`config.mk`:
```
export PLATFORM = sky130hd
export DESIGN_NAME = serial_adapter_frame_receiver_unit
export DESIGN_NICKNAME = d
export VERILOG_FILES = /design/src/sv/safr_pkg.sv /design/src/sv/safr_core.sv /design/src/sv/serial_adapter_frame_receiver_unit.sv
export SDC_FILE = /design/constraint.sdc
export NUM_CORES = 1
export LEC_CHECK = 0
export BUFFER_PORTS_ARGS = -buffer_cell sky130_fd_sc_hd__buf_4
export CORE_ASPECT_RATIO = 0.8
export CORE_MARGIN = 8
export CORE_UTILIZATION = 48
export DETAILED_ROUTE_END_ITERATION = 8
export MAX_ROUTING_LAYER = met4
export PLACE_DENSITY = 0.71
export RECOVER_POWER = 50
export SLEW_MARGIN = 10
export SYNTH_ARGS = -nofsm -noshare
export SYNTH_HDL_FRONTEND = slang
export SYNTH_SLANG_ARGS = --single-unit
```
`constraint.sdc`:
```
create_clock -name clk -period 2.4 [get_ports clk]
set_clock_uncertainty 0.1 [all_clocks]
set_input_delay 0.12 -clock clk [delete_from_list [all_inputs] [get_ports clk]]
set_output_delay 0.12 -clock clk [all_outputs]
set_load 0.005 [all_outputs]
```
`src/sv/safr_pkg.sv`:
```
// Shared types, constants and helpers of the serial adapter frame receiver.
package safr_pkg;

  localparam int MAX_FRAME_BYTES = 32;
  localparam int COUNT_W         = 6;
  localparam int INDEX_W         = 5;

  localparam logic [7:0] SYNC_BYTE   = 8'haa;
  localparam logic [7:0] CMD_TYPE    = 8'h55;
  localparam logic [3:0] DATA_NIBBLE = 4'hc;
  localparam int         CMD_LEN     = 20;
  localparam int         DATA_EXTRA  = 5;

  localparam logic [COUNT_W-1:0] CMD_LAST_IDX = COUNT_W'(CMD_LEN - 1);
  localparam logic [COUNT_W-1:0] DATA_LAST_OFS = COUNT_W'(DATA_EXTRA - 1);
  localparam logic [COUNT_W-1:0] MAX_COUNT = COUNT_W'(MAX_FRAME_BYTES);

  typedef enum logic [1:0] {
    KIND_UNSYNCED = 2'd0,
    KIND_COMMAND  = 2'd1,
    KIND_DATA     = 2'd2,
    KIND_UNKNOWN  = 2'd3
  } kind_t;

  typedef enum logic [1:0] {
    ST_OK       = 2'd0,
    ST_CHECKSUM = 2'd1,
    ST_OVERFLOW = 2'd2
  } status_t;

  typedef struct packed {
    logic [7:0]         byte_out;
    logic [INDEX_W-1:0] byte_index;
    logic               frame_end;
    kind_t              frame_kind;
    status_t            status;
  } result_t;

  function automatic kind_t kind_of(input logic [7:0] t);
    kind_t k;
    if (t == CMD_TYPE) begin
      k = KIND_COMMAND;
    end else if (t[7:4] == DATA_NIBBLE) begin
      k = KIND_DATA;
    end else begin
      k = KIND_UNKNOWN;
    end
    return k;
  endfunction

endpackage

```
`src/sv/safr_core.sv`:
```
// Frame state and per-byte decode of the serial adapter frame receiver.
module safr_core
  import safr_pkg::*;
(
  input  logic       clk,
  input  logic       rst,
  input  logic       step,
  input  logic [7:0] rx_byte,
  output result_t    result
);

  logic [COUNT_W-1:0] byte_count;
  logic [COUNT_W-1:0] byte_count_next;
  logic [7:0]         type_byte;
  logic [7:0]         type_byte_next;
  logic [7:0]         running_sum;
  logic [7:0]         running_sum_next;

  kind_t              kind;
  kind_t              stored_kind;
  logic               frame_end;
  status_t            status;
  logic [COUNT_W-1:0] data_last;

  assign stored_kind = kind_of(type_byte);
  assign data_last   = {2'b00, type_byte[3:0]} + DATA_LAST_OFS;

  always_comb begin
    kind             = KIND_UNSYNCED;
    frame_end        = 1'b0;
    status           = ST_OK;
    type_byte_next   = type_byte;
    running_sum_next = running_sum;
    if (byte_count >= MAX_COUNT) begin
      kind      = (byte_count >= COUNT_W'(2)) ? stored_kind : KIND_UNSYNCED;
      frame_end = 1'b1;
      status    = ST_OVERFLOW;
    end else if (byte_count == '0) begin
      frame_end = (rx_byte != SYNC_BYTE);
    end else if (byte_count == COUNT_W'(1)) begin
      kind           = kind_of(rx_byte);
      type_byte_next = rx_byte;
      frame_end      = (kind == KIND_UNKNOWN);
    end else begin
      kind = stored_kind;
      unique case (stored_kind)
        KIND_COMMAND: begin
          if (byte_count >= CMD_LAST_IDX) begin
            frame_end = 1'b1;
            status    = (rx_byte == running_sum) ? ST_OK : ST_CHECKSUM;
          end else begin
            running_sum_next = running_sum + rx_byte;
          end
        end
        KIND_DATA: begin
          frame_end = (byte_count >= data_last);
        end
        default: begin
          frame_end = 1'b1;
        end
      endcase
    end
    byte_count_next = byte_count + COUNT_W'(1);
    if (frame_end) begin
      byte_count_next  = '0;
      type_byte_next   = '0;
      running_sum_next = '0;
    end
  end

  always_ff @(posedge clk) begin
    if (rst) begin
      byte_count  <= '0;
      type_byte   <= '0;
      running_sum <= '0;
    end else if (step) begin
      byte_count  <= byte_count_next;
      type_byte   <= type_byte_next;
      running_sum <= running_sum_next;
    end
  end

  assign result.byte_out   = rx_byte;
  assign result.byte_index = byte_count[INDEX_W-1:0];
  assign result.frame_end  = frame_end;
  assign result.frame_kind = kind;
  assign result.status     = status;

endmodule

```
`src/sv/serial_adapter_frame_receiver_unit.sv`:
```
// Top level of the serial adapter frame receiver.
// Takes one received serial byte per request on the s_ side and gives one
// result per byte on the m_ side: the byte, its index in the frame, the
// frame kind and, on the last byte of a frame, its status.
// Frames: 0xaa sync, then a type byte; 0x55 gives a 20-byte command frame
// with an 8-bit sum check, 0xcN a data frame of N + 5 bytes, anything else
// a two-byte unknown frame; a stray first byte is a one-byte frame.
// m_tlast marks the byte that ends a frame.
// A result reaches m_ via the input register, then the result register.
// Throughput: one byte per cycle while m_tready is high; the frame counter
// and running sum update on the step that loads the result register.
// Reset (rst, synchronous) empties both registers and returns the framer to
// wait for a sync byte.
// When m_tready is low a result is held in the result register and one more
// byte is still taken into the input register; s_tready then drops.
module serial_adapter_frame_receiver_unit
  import safr_pkg::*;
(
  input  logic        clk,
  input  logic        rst,
  input  logic        s_tvalid,
  output logic        s_tready,
  input  logic [7:0]  s_tdata,   // [7:0] rx_byte
  output logic        m_tvalid,
  input  logic        m_tready,
  output logic [15:0] m_tdata,   // [7:0] byte_out, [12:8] byte_index, zero above
  output logic        m_tlast,   // frame_end
  output logic [3:0]  m_tuser    // [1:0] frame_kind, [3:2] status
);

  logic       in_valid;
  logic [7:0] in_byte;
  logic       out_valid;
  result_t    out_res;
  result_t    core_res;
  logic       out_free;
  logic       step;

  assign out_free = !out_valid || m_tready;
  assign step     = in_valid && out_free;
  assign s_tready = !in_valid || out_free;

  safr_core u_core (
    .clk     (clk),
    .rst     (rst),
    .step    (step),
    .rx_byte (in_byte),
    .result  (core_res)
  );

  always_ff @(posedge clk) begin
    if (rst) begin
      in_valid  <= 1'b0;
      out_valid <= 1'b0;
    end else begin
      if (s_tready) begin
        in_valid <= s_tvalid;
      end
      if (out_free) begin
        out_valid <= in_valid;
      end
    end
  end

  always_ff @(posedge clk) begin
    if (s_tready && s_tvalid) begin
      in_byte <= s_tdata;
    end
    if (step) begin
      out_res <= core_res;
    end
  end

  assign m_tvalid = out_valid;
  assign m_tdata  = {3'b000, out_res.byte_index, out_res.byte_out};
  assign m_tlast  = out_res.frame_end;
  assign m_tuser  = {out_res.status, out_res.frame_kind};

endmodule
```
==> results of run 1 <==
worst min-delay path, stage by stage:
cell	delay [ps]
buf_4	80
nor2b_1	60
nor2_1	90
nor2_1	40
metal layers:
| layer | GRT usage, % | up-vias |
|---|---|---|
| li1 | - | 995 |
| met5 | - | - |
| met4 | 5.73 | 0 |
| met1 | 19.1 | 947 |
| met2 | 24.8 | 37 |
| met3 | 3.54 | 11 |
state kept, by name, summed over array words and instances, names as in the netlist:
register            count
u_core.running_sum      8
m_tuser                 4
u_core.byte_count       6
u_core.type_byte        8
m_tlast                 1
m_tdata                13
m_tvalid                1
in_byte                 8
in_valid                1
synthesized netlist by cell type (all sizes together), types with 3 or more instances:
master,instances
nand2,13
buf,6
and2,4
dfxtp,24
a21oi,24
inv,10
clkbuf,9
o21ai,8
nand3,13
nor4,3
a21o,3
and3,3
nor2b,3
xnor2,5
ha,17
o211ai,6
edfxtp,26
nand3b,3
nor2,9
a31oi,5
nand2b,3
nand4b,4
repair_timing:
item / 4_1_cts / 5_1_grt
buffers inserted: 1 / 1
hold endpoints to repair: 9 / 0
gates resized for setup: 1 / 4
hold buffers: 9 / 0
setup endpoints to repair: 5 / 15
pin swaps: 1 / 5
gates cloned: 0 / 1
metrics by stage:
stage                     setup slack [ps]  area (um2)  util [%]
after floorplan                       54.0        2490         -
after global placement                41.4        2940      58.7
after detailed placement             -6.75        2940      58.7
after CTS                             5.69        3150      63.0
after global routing                 -85.5        3210      64.2
final                                 22.0        3210      64.2
layout make-up:
cell class              count  area, um2  share of cell area (%)
flip-flops and latches     50       1260                    39.3
multi-input cells         160       1150                    35.8
repair buffers             70        572                    17.8
well taps                  62       77.6                    2.41
clock buffers               5       68.8                    2.14
clock inverters             3       45.0                    1.40
inverters                  10       37.5                    1.17
logic make-up (layout without fill, tap and decap cells):
kind of cell	count (synthesis)	in the layout
and+or+nand+nor	69	69
AOI/OAI and AO/OA	63	63
DFF	50	50
buffers and inverters	25	88
adders and majority gates	18	18
xor gates and xnor gates	7	7
other	1	3
worst max path at each step:
stage	start	endpoint	slack (ps)	cells after the start
6_report	in_byte[4]	u_core.running_sum[7]	20	8
3_3_place_gp	in_byte[0]	u_core.byte_count[3]	40	7
4_1_cts	in_byte[4]	u_core.running_sum[1]	6	7
5_1_grt	in_byte[2]	u_core.running_sum[7]	-90	8
3_5_place_dp	in_byte[0]	u_core.byte_count[3]	-7	7
2_1_floorplan	in_byte[2]	u_core.running_sum[7]	50	7
where the power goes:
| part | internal, W | switching [W] |
|---|---|---|
| Sequential | 0.000921 | 0.00000991 |
| Combinational | 0.0000632 | 0.0000653 |
| Clock | 0.000310 | 0.000297 |
==> flow_summary.yaml, run 1 <==
run_status:
  status: "finished, final reports clean"
critical_path:
  crit_type: "reg2reg"
  r2r_slack_ps: 20
  endpoint_kind: "flip-flop"
  worst_setup_path_start_kind: "flip-flop"
  reg2reg_to: "u_core.running_sum[7]"
  crit_buf_inv: 1
  cp_slowest_cell: "edfxtp_1"
  cp_data_required_time_ps: 2520
  crit_arrival_ps: 2500
  cp_slowest_stage_delay_ps: 430
  rr_worst_depth: 8
  rr_startpoint: "in_byte[4]"
  cp_top_family: "compound AO/OA/AOI/OAI gates"
  crit_fanout: 4
  path_cells: "ha_1 > and3_1 > a2111oi_4 > buf_4 > a21oi_1 > xnor2_1 > o21ba_2 > a311oi_1"
sta:
  finalSetupTns_ps: 0
  period_needed_ps: 2380
  setup-violations-final: 0
  tightest_slew_ps: 556
  drv_slew: 0
  slew_headroom_pct: 62.9
  post-route-period-util_pct: 99.1
  rsz0062_at_grt: "yes"
  max_freq_mhz: 421
  timing.hold.ws_ps: 9.09
  finalHoldViolations: 0
finish:
  n_fill_cell: 407
  final_cells: 360
  drive_gt1_share_pct: 23.8
  most-common-layout-cells: "buf_4 (27), edfxtp_1 (26), clkbuf_4 (26), dfxtp_1 (24), a21oi_1 (22)"
  diodes: 0
  layout_commonest_cell: "buf_4"
  area_delta_synth_final_pct: 29.2
  finalNetCount: 327
clock_network:
  path_clk_slew_ps: 100
  clock-root-buffer: "clkbuf_8"
  cts.sinks: 50
  cts_tree: "built"
  cts_htree_levels: 2
  numCtsBuffers: 5
  clk_latency_ps: 310
  clockBufferDepth: 2
routing:
  wl_met2_um: 2780
  dr_total_vias: 1990
  wire_per_inst_um: 15.9
  drc_errors: 0
  wl_um: 5730
  met3WireLength_um: 226
  met1Wirelength_um: 2620
  initialDrtViolationCount: 105
  via_per_inst: 5.53
  ant_nets: 0
  routed.top_layer: "met4"
  dr.pass1.iters: 4
hold_path:
  hold_class: "in2reg"
  hold_end: "m_tvalid"
  holdPathStages: 4
  hp-start: "m_tready"
synthesis:
  syn-cell-area_mm2: 0.00249
  synthCells: 233
  synth_top_area_share_pct: 31.4
  synth_area_leaders: "edfxtp_1 (31%), dfxtp_1 (19%), ha_1 (8.6%)"
  ys_ff_latch: 50
  synth.area.mux_share_pct: 0
  seq_area_frac_synth_pct: 50.7
  synth_top_family_by_area: "compound AO/OA/AOI/OAI gates"
  synthSimpleGateAreaFrac_pct: 15.7
  ys_types: 48
  synth_flop_cell: "edfxtp_1"
  ys_warn_count: 0
  synth-xor-area-share_pct: 2.47
  async_flop_share_pct: 0
  synth_enable_flop_cells: 26
  yosys.area_share.adder_pct: 9.36
  syn_area_per_cell_um2: 10.7
  synth_top_area_cell: "edfxtp_1"
  synth-compound-area-share_pct: 16.8
grt:
  gr-usage-all-layers_pct: 15.6
  grt_overflow_total: 0
  grt_pass1_wl_um: 9120
  antenna_found_initial: 0
  grt_pass1_vias: 1913
  grt_max_degree: 24
die:
  initial_utilization_pct: 49.7
  die_w_um: 96.5
  num_rows: 23
  core_mm2: 0.00501
  io_pins: 35
  dieArea_mm2: 0.00775
  chipHeight_um: 80.4
run:
  maxCapViolations: 0
power_and_ir_drop:
  peakVddDrop_uv: 441
  powerDensity_mw_per_mm2: 519
  p_leak_nw: 1.24
  total_power_w: 0.00167
placement:
  gp_congestion: 0.903
  post-dp-hpwl_um: 4080
  port_buffers: 31
  dp_cells: 340
No activity file was read; power rests on OpenSTA's default activity.
==> inputs of run 2 (changes only) <==
- GPL_TIMING_DRIVEN: unset -> 0
- PLACE_DENSITY: 0.71 -> 0.79
==> flow_summary.yaml, run 2 (same netlist as run 1, synthesis figures left out) <==
critical_path:
  crit_arrival_ps: 2560
  endpoint_kind: "flip-flop"
  crit_type: "reg2reg"
  crit_fanout: 5
  worst_setup_path_start_kind: "flip-flop"
  cp_data_required_time_ps: 2550
clock_network:
  numCtsBuffers: 5
  cts.sinks: 50
  clockBufferDepth: 2
  cts_tree: "built"
  clk_latency_ps: 310
  cts_htree_levels: 2
  clock-root-buffer: "clkbuf_8"
  path_clk_slew_ps: 90
finish:
  finalNetCount: 337
  most-common-layout-cells: "buf_4 (53), edfxtp_1 (26), dfxtp_1 (22), a21oi_1 (17), ha_1 (14)"
  multi_input_area_mm2: 0.00123
  final_cells: 370
  utilization_pct: 66.5
  largest_reg_flops: 13
  final_area_mm2: 0.00333
  n_fill_cell: 376
  layout_commonest_cell: "buf_4"
  area_delta_synth_final_pct: 34.0
  seq_area_mm2: 0.00126
  drive_gt1_share_pct: 29.2
  diodes: 0
placement:
  placed_area_mm2: 0.00281
  dp_cells: 328
  port_buffers: 31
  post-dp-hpwl_um: 3970
  gp_congestion: 0.867
power_and_ir_drop:
  power_frac_clock_pct: 35.3
  p_comb_share_pct: 8.6
  pwr-share-seq_pct: 56.2
  p_sw_share_pct: 21.8
  peakVddDrop_uv: 331
  intPower_w: 0.00130
  powerDensity_mw_per_mm2: 501
  p_sw_w: 0.000364
  p_leak_nw: 1.28
sta:
  max_freq_mhz: 414
  final.setup.worst_slack_ps: -17.2
  post-route-period-util_pct: 101
  slew_headroom_pct: 50.7
  tightest_slew_ps: 730
  period_needed_ps: 2420
  drv_slew: 0
  setup-violations-final: 4
  finalHoldViolations: 0
  timing.hold.ws_ps: 14.1
  finalSetupTns_ps: -29.3
  rsz0062_at_grt: "yes"
routing:
  dr_total_vias: 2111
  ant_nets: 0
  wire_per_inst_um: 17.1
  initialDrtViolationCount: 221
  dr.pass1.iters: 4
  drc_errors: 0
  via_per_inst: 5.71
  wl_um: 6340
die:
  initial_utilization_pct: 49.7
  die_w_um: 96.5
  chipHeight_um: 80.4
  dieArea_mm2: 0.00775
  num_rows: 23
  io_pins: 35
  core_mm2: 0.00501
run_status:
  violations: "setup timing"
  status: "finished with violations"
run:
  maxCapViolations: 0
grt:
  grt_max_degree: 28
  antenna_found_initial: 0
  grt_pass1_vias: 1948
  grt_overflow_total: 0
  gr-usage-all-layers_pct: 16.5
  grt_pass1_wl_um: 9550
hold_path:
  hold_class: "in2reg"
[run 2: final timing paths]
| check | startpoint | to | slack, ps | cells past startpoint |
|---|---|---|---|---|
| hold / removal | m_tready | m_tvalid | 10 | 4 |
| setup reg to reg | in_byte[0] | u_core.running_sum[0] | -20 | 8 |
| hold reg to reg | u_core.running_sum[5] | u_core.running_sum[5] | 400 | 2 |
| setup / recovery | in_byte[0] | u_core.running_sum[0] | -20 | 8 |
[run 2: worst max-delay path, stage by stage (launching register included)]
cell      delay (ps)
edfxtp_1         460
or4b_1           540
o211a_1          250
a311o_1          310
a21oi_4          190
buf_6            140
buf_6            120
o211ai_1          90
a21oi_1          170
[run 2: layer usage]
metal	vias to the layer above	track usage [%]	part of all wire (%)
li1	1017	-	-
met1	986	22.0	44
met2	98	23.8	46
met3	10	3.63	8.6
met4	0	6.64	1.8
met5	-	-	0
[run 2: per-stage QoR]
step | power, W | worst slack [ps]
after floorplan | 0.00100 | 54.0
after global placement | 0.00106 | -539
after detailed placement | 0.00106 | -634
after CTS | 0.00166 | 2.43
after global routing | 0.00172 | -122
final | 0.00167 | -17.2
[run 2: power by group through the flow]
| stage | Combinational (W) | Sequential (W) | Clock, W |
|---|---|---|---|
| floorplan | 0.0000487 | 0.000955 | 0 |
| global placement | 0.0000967 | 0.000960 | 0 |
| detailed placement | 0.0000982 | 0.000961 | 0 |
| CTS | 0.000128 | 0.000938 | 0.000596 |
| global route | 0.000155 | 0.000939 | 0.000626 |
| finish | 0.000143 | 0.000937 | 0.000588 |
[run 2: timing repair]
item	CTS	global route
cloned	2	0
resized for setup	16	14
pin swaps	8	9
hold buffers	10	0
setup endpoints to repair	22	22
hold endpoints to repair	11	0
setup buffers	13	9
[run 2: cell type report]
type                    instances  area share, %
clock inverters                 3           1.20
plain buffers                  15           2.59
flip-flops and latches         50           37.9
repair buffers                 65           16.0
multi-input cells             160           36.8
well taps                      62           2.33
clock buffers                   5           2.07
inverters                      10           1.13
==> inputs of run 3 (changes only) <==
- CORE_UTILIZATION: 48 -> 31
- PLACE_DENSITY: 0.79 -> 0.58
- TNS_END_PERCENT: unset -> 5
==> flow_summary.yaml, run 3 (same netlist as run 1, synthesis figures left out) <==
run_status:
  status: "finished with violations"
  violations: "setup timing"
finish:
  diodes: 0
  finalNetCount: 322
  most-common-layout-cells: "edfxtp_1 (26), dfxtp_1 (22), clkbuf_4 (21), buf_4 (21), a21oi_1 (20)"
  area_delta_synth_final_pct: 27.8
  layout_commonest_cell: "edfxtp_1"
  drive_gt1_share_pct: 21.8
  final_area_mm2: 0.00318
  largest_reg_flops: 13
clock_network:
  cts_tree: "built"
  path_clk_slew_ps: 80
  clk_latency_ps: 310
  cts.sinks: 50
  clock-root-buffer: "clkbuf_8"
  numCtsBuffers: 5
  cts_htree_levels: 2
  clockBufferDepth: 2
grt:
  grt_pass1_vias: 1833
  grt_overflow_total: 0
  grt_max_degree: 28
  grt_pass1_wl_um: 9500
  gr-usage-all-layers_pct: 11.4
  antenna_found_initial: 0
hold_path:
  hold_end: "m_tvalid"
  hp-start: "m_tready"
  hold_class: "in2reg"
  holdPathStages: 4
run:
  maxCapViolations: 0
routing:
  wire_per_inst_um: 15.3
  drc_errors: 0
  dr.pass1.iters: 4
  via_per_inst: 4.91
  initialDrtViolationCount: 127
  ant_nets: 0
  wl_um: 6140
  dr_total_vias: 1967
die:
  num_rows: 29
  chipHeight_um: 96.1
  core_mm2: 0.00787
  die_w_um: 116
  io_pins: 35
  dieArea_mm2: 0.0112
  initial_utilization_pct: 31.6
sta:
  post-route-period-util_pct: 105
  slew_headroom_pct: 37.1
  timing.hold.ws_ps: 9.21
  finalHoldViolations: 0
  tightest_slew_ps: 930
  final.setup.worst_slack_ps: -123
  max_freq_mhz: 396
  setup-violations-final: 21
  period_needed_ps: 2520
  drv_slew: 0
  rsz0062_at_grt: "yes"
power_and_ir_drop:
  peakVddDrop_uv: 194
  p_sw_w: 0.000354
  p_sw_share_pct: 22.9
  pwr-share-seq_pct: 60.5
  power_frac_clock_pct: 31.1
  intPower_w: 0.00119
  p_comb_share_pct: 8.4
  powerDensity_mw_per_mm2: 487
  p_leak_nw: 1.17
critical_path:
  rr_worst_depth: 6
  endpoint_kind: "flip-flop"
  crit_fanout: 10
  critPathLaunch: "u_core.type_byte[6]"
  crit_arrival_ps: 2650
  worst_setup_path_start_kind: "flip-flop"
  crit_type: "reg2reg"
  cp_data_required_time_ps: 2530
  reg2reg_to: "u_core.running_sum[4]"
  rr_startpoint: "u_core.type_byte[6]"
  r2r_slack_ps: -120
placement:
  gp_congestion: 0.791
  placed_area_mm2: 0.00286
  port_buffers: 31
  post-dp-hpwl_um: 4280
## run 3: power groups by stage
| stage | Sequential [W] | Combinational (W) | Clock (W) |
|---|---|---|---|
| floorplan | 0.000955 | 0.0000487 | 0 |
| global placement | 0.000962 | 0.000100 | 0 |
| detailed placement | 0.000962 | 0.000101 | 0 |
| CTS | 0.000936 | 0.000131 | 0.000496 |
| global route | 0.000940 | 0.000142 | 0.000525 |
| finish | 0.000936 | 0.000130 | 0.000482 |
## run 3: through the flow
step                util, %  std cells  TNS, ps  worst slack [ps]  total power (W)
detailed placement     36.4        374    -3170              -265          0.00106
global placement       36.4        374    -8370              -724          0.00106
floorplan                 -        235        0              54.0          0.00100
finish                 40.4        401    -1730              -123          0.00155
global route           40.4        401    -3010              -191          0.00161
CTS                    40.0        400    -6.25             -4.25          0.00156
## run 3: final cells by class
type | instances | area (um2)
fill | 781 | 4700
sequential | 50 | 1260
multi-input combinational | 160 | 1180
timing repair buffer | 50 | 393
tap | 108 | 135
buffer | 15 | 86.3
clock buffer | 8 | 80.1
inverter | 10 | 37.5
## run 3: how the worst max path moves through the flow
| stage | to | slack, ps | cells after the start |
|---|---|---|---|
| after global placement | u_core.running_sum[4] | -720 | 8 |
| after floorplan | u_core.running_sum[7] | 50 | 7 |
| after CTS | u_core.byte_count[3] | -4 | 7 |
| after global routing | u_core.running_sum[0] | -190 | 6 |
| after detailed placement | u_core.running_sum[7] | -260 | 7 |
| final | u_core.running_sum[4] | -120 | 6 |
## run 3: what timing repair did
item | in CTS | in global routing
setup endpoints to repair | 22 | 21
hold endpoints to repair | 11 | 0
hold buffers | 10 | 0
cloned | 0 | 0
buffers inserted | 8 | 1
pin swaps | 2 | 10
gates resized for setup | 10 | 4
## run 3: critical path: stages, from the launching register on
cell	delay, ps
dfxtp_1	370
nor4bb_1	820
o2111ai_2	370
a21oi_4	350
buf_6	200
o211ai_1	90
a21oi_1	150
## run 3: routing by layer
| layer | wire length (um) | vias up | global-route usage (%) |
|---|---|---|---|
| met5 | 0 | - | - |
| met4 | 91 | 0 | 4.20 |
| li1 | - | 976 | - |
| met1 | 3190 | 925 | 16.1 |
| met3 | 433 | 8 | 2.51 |
| met2 | 2420 | 58 | 15.5 |
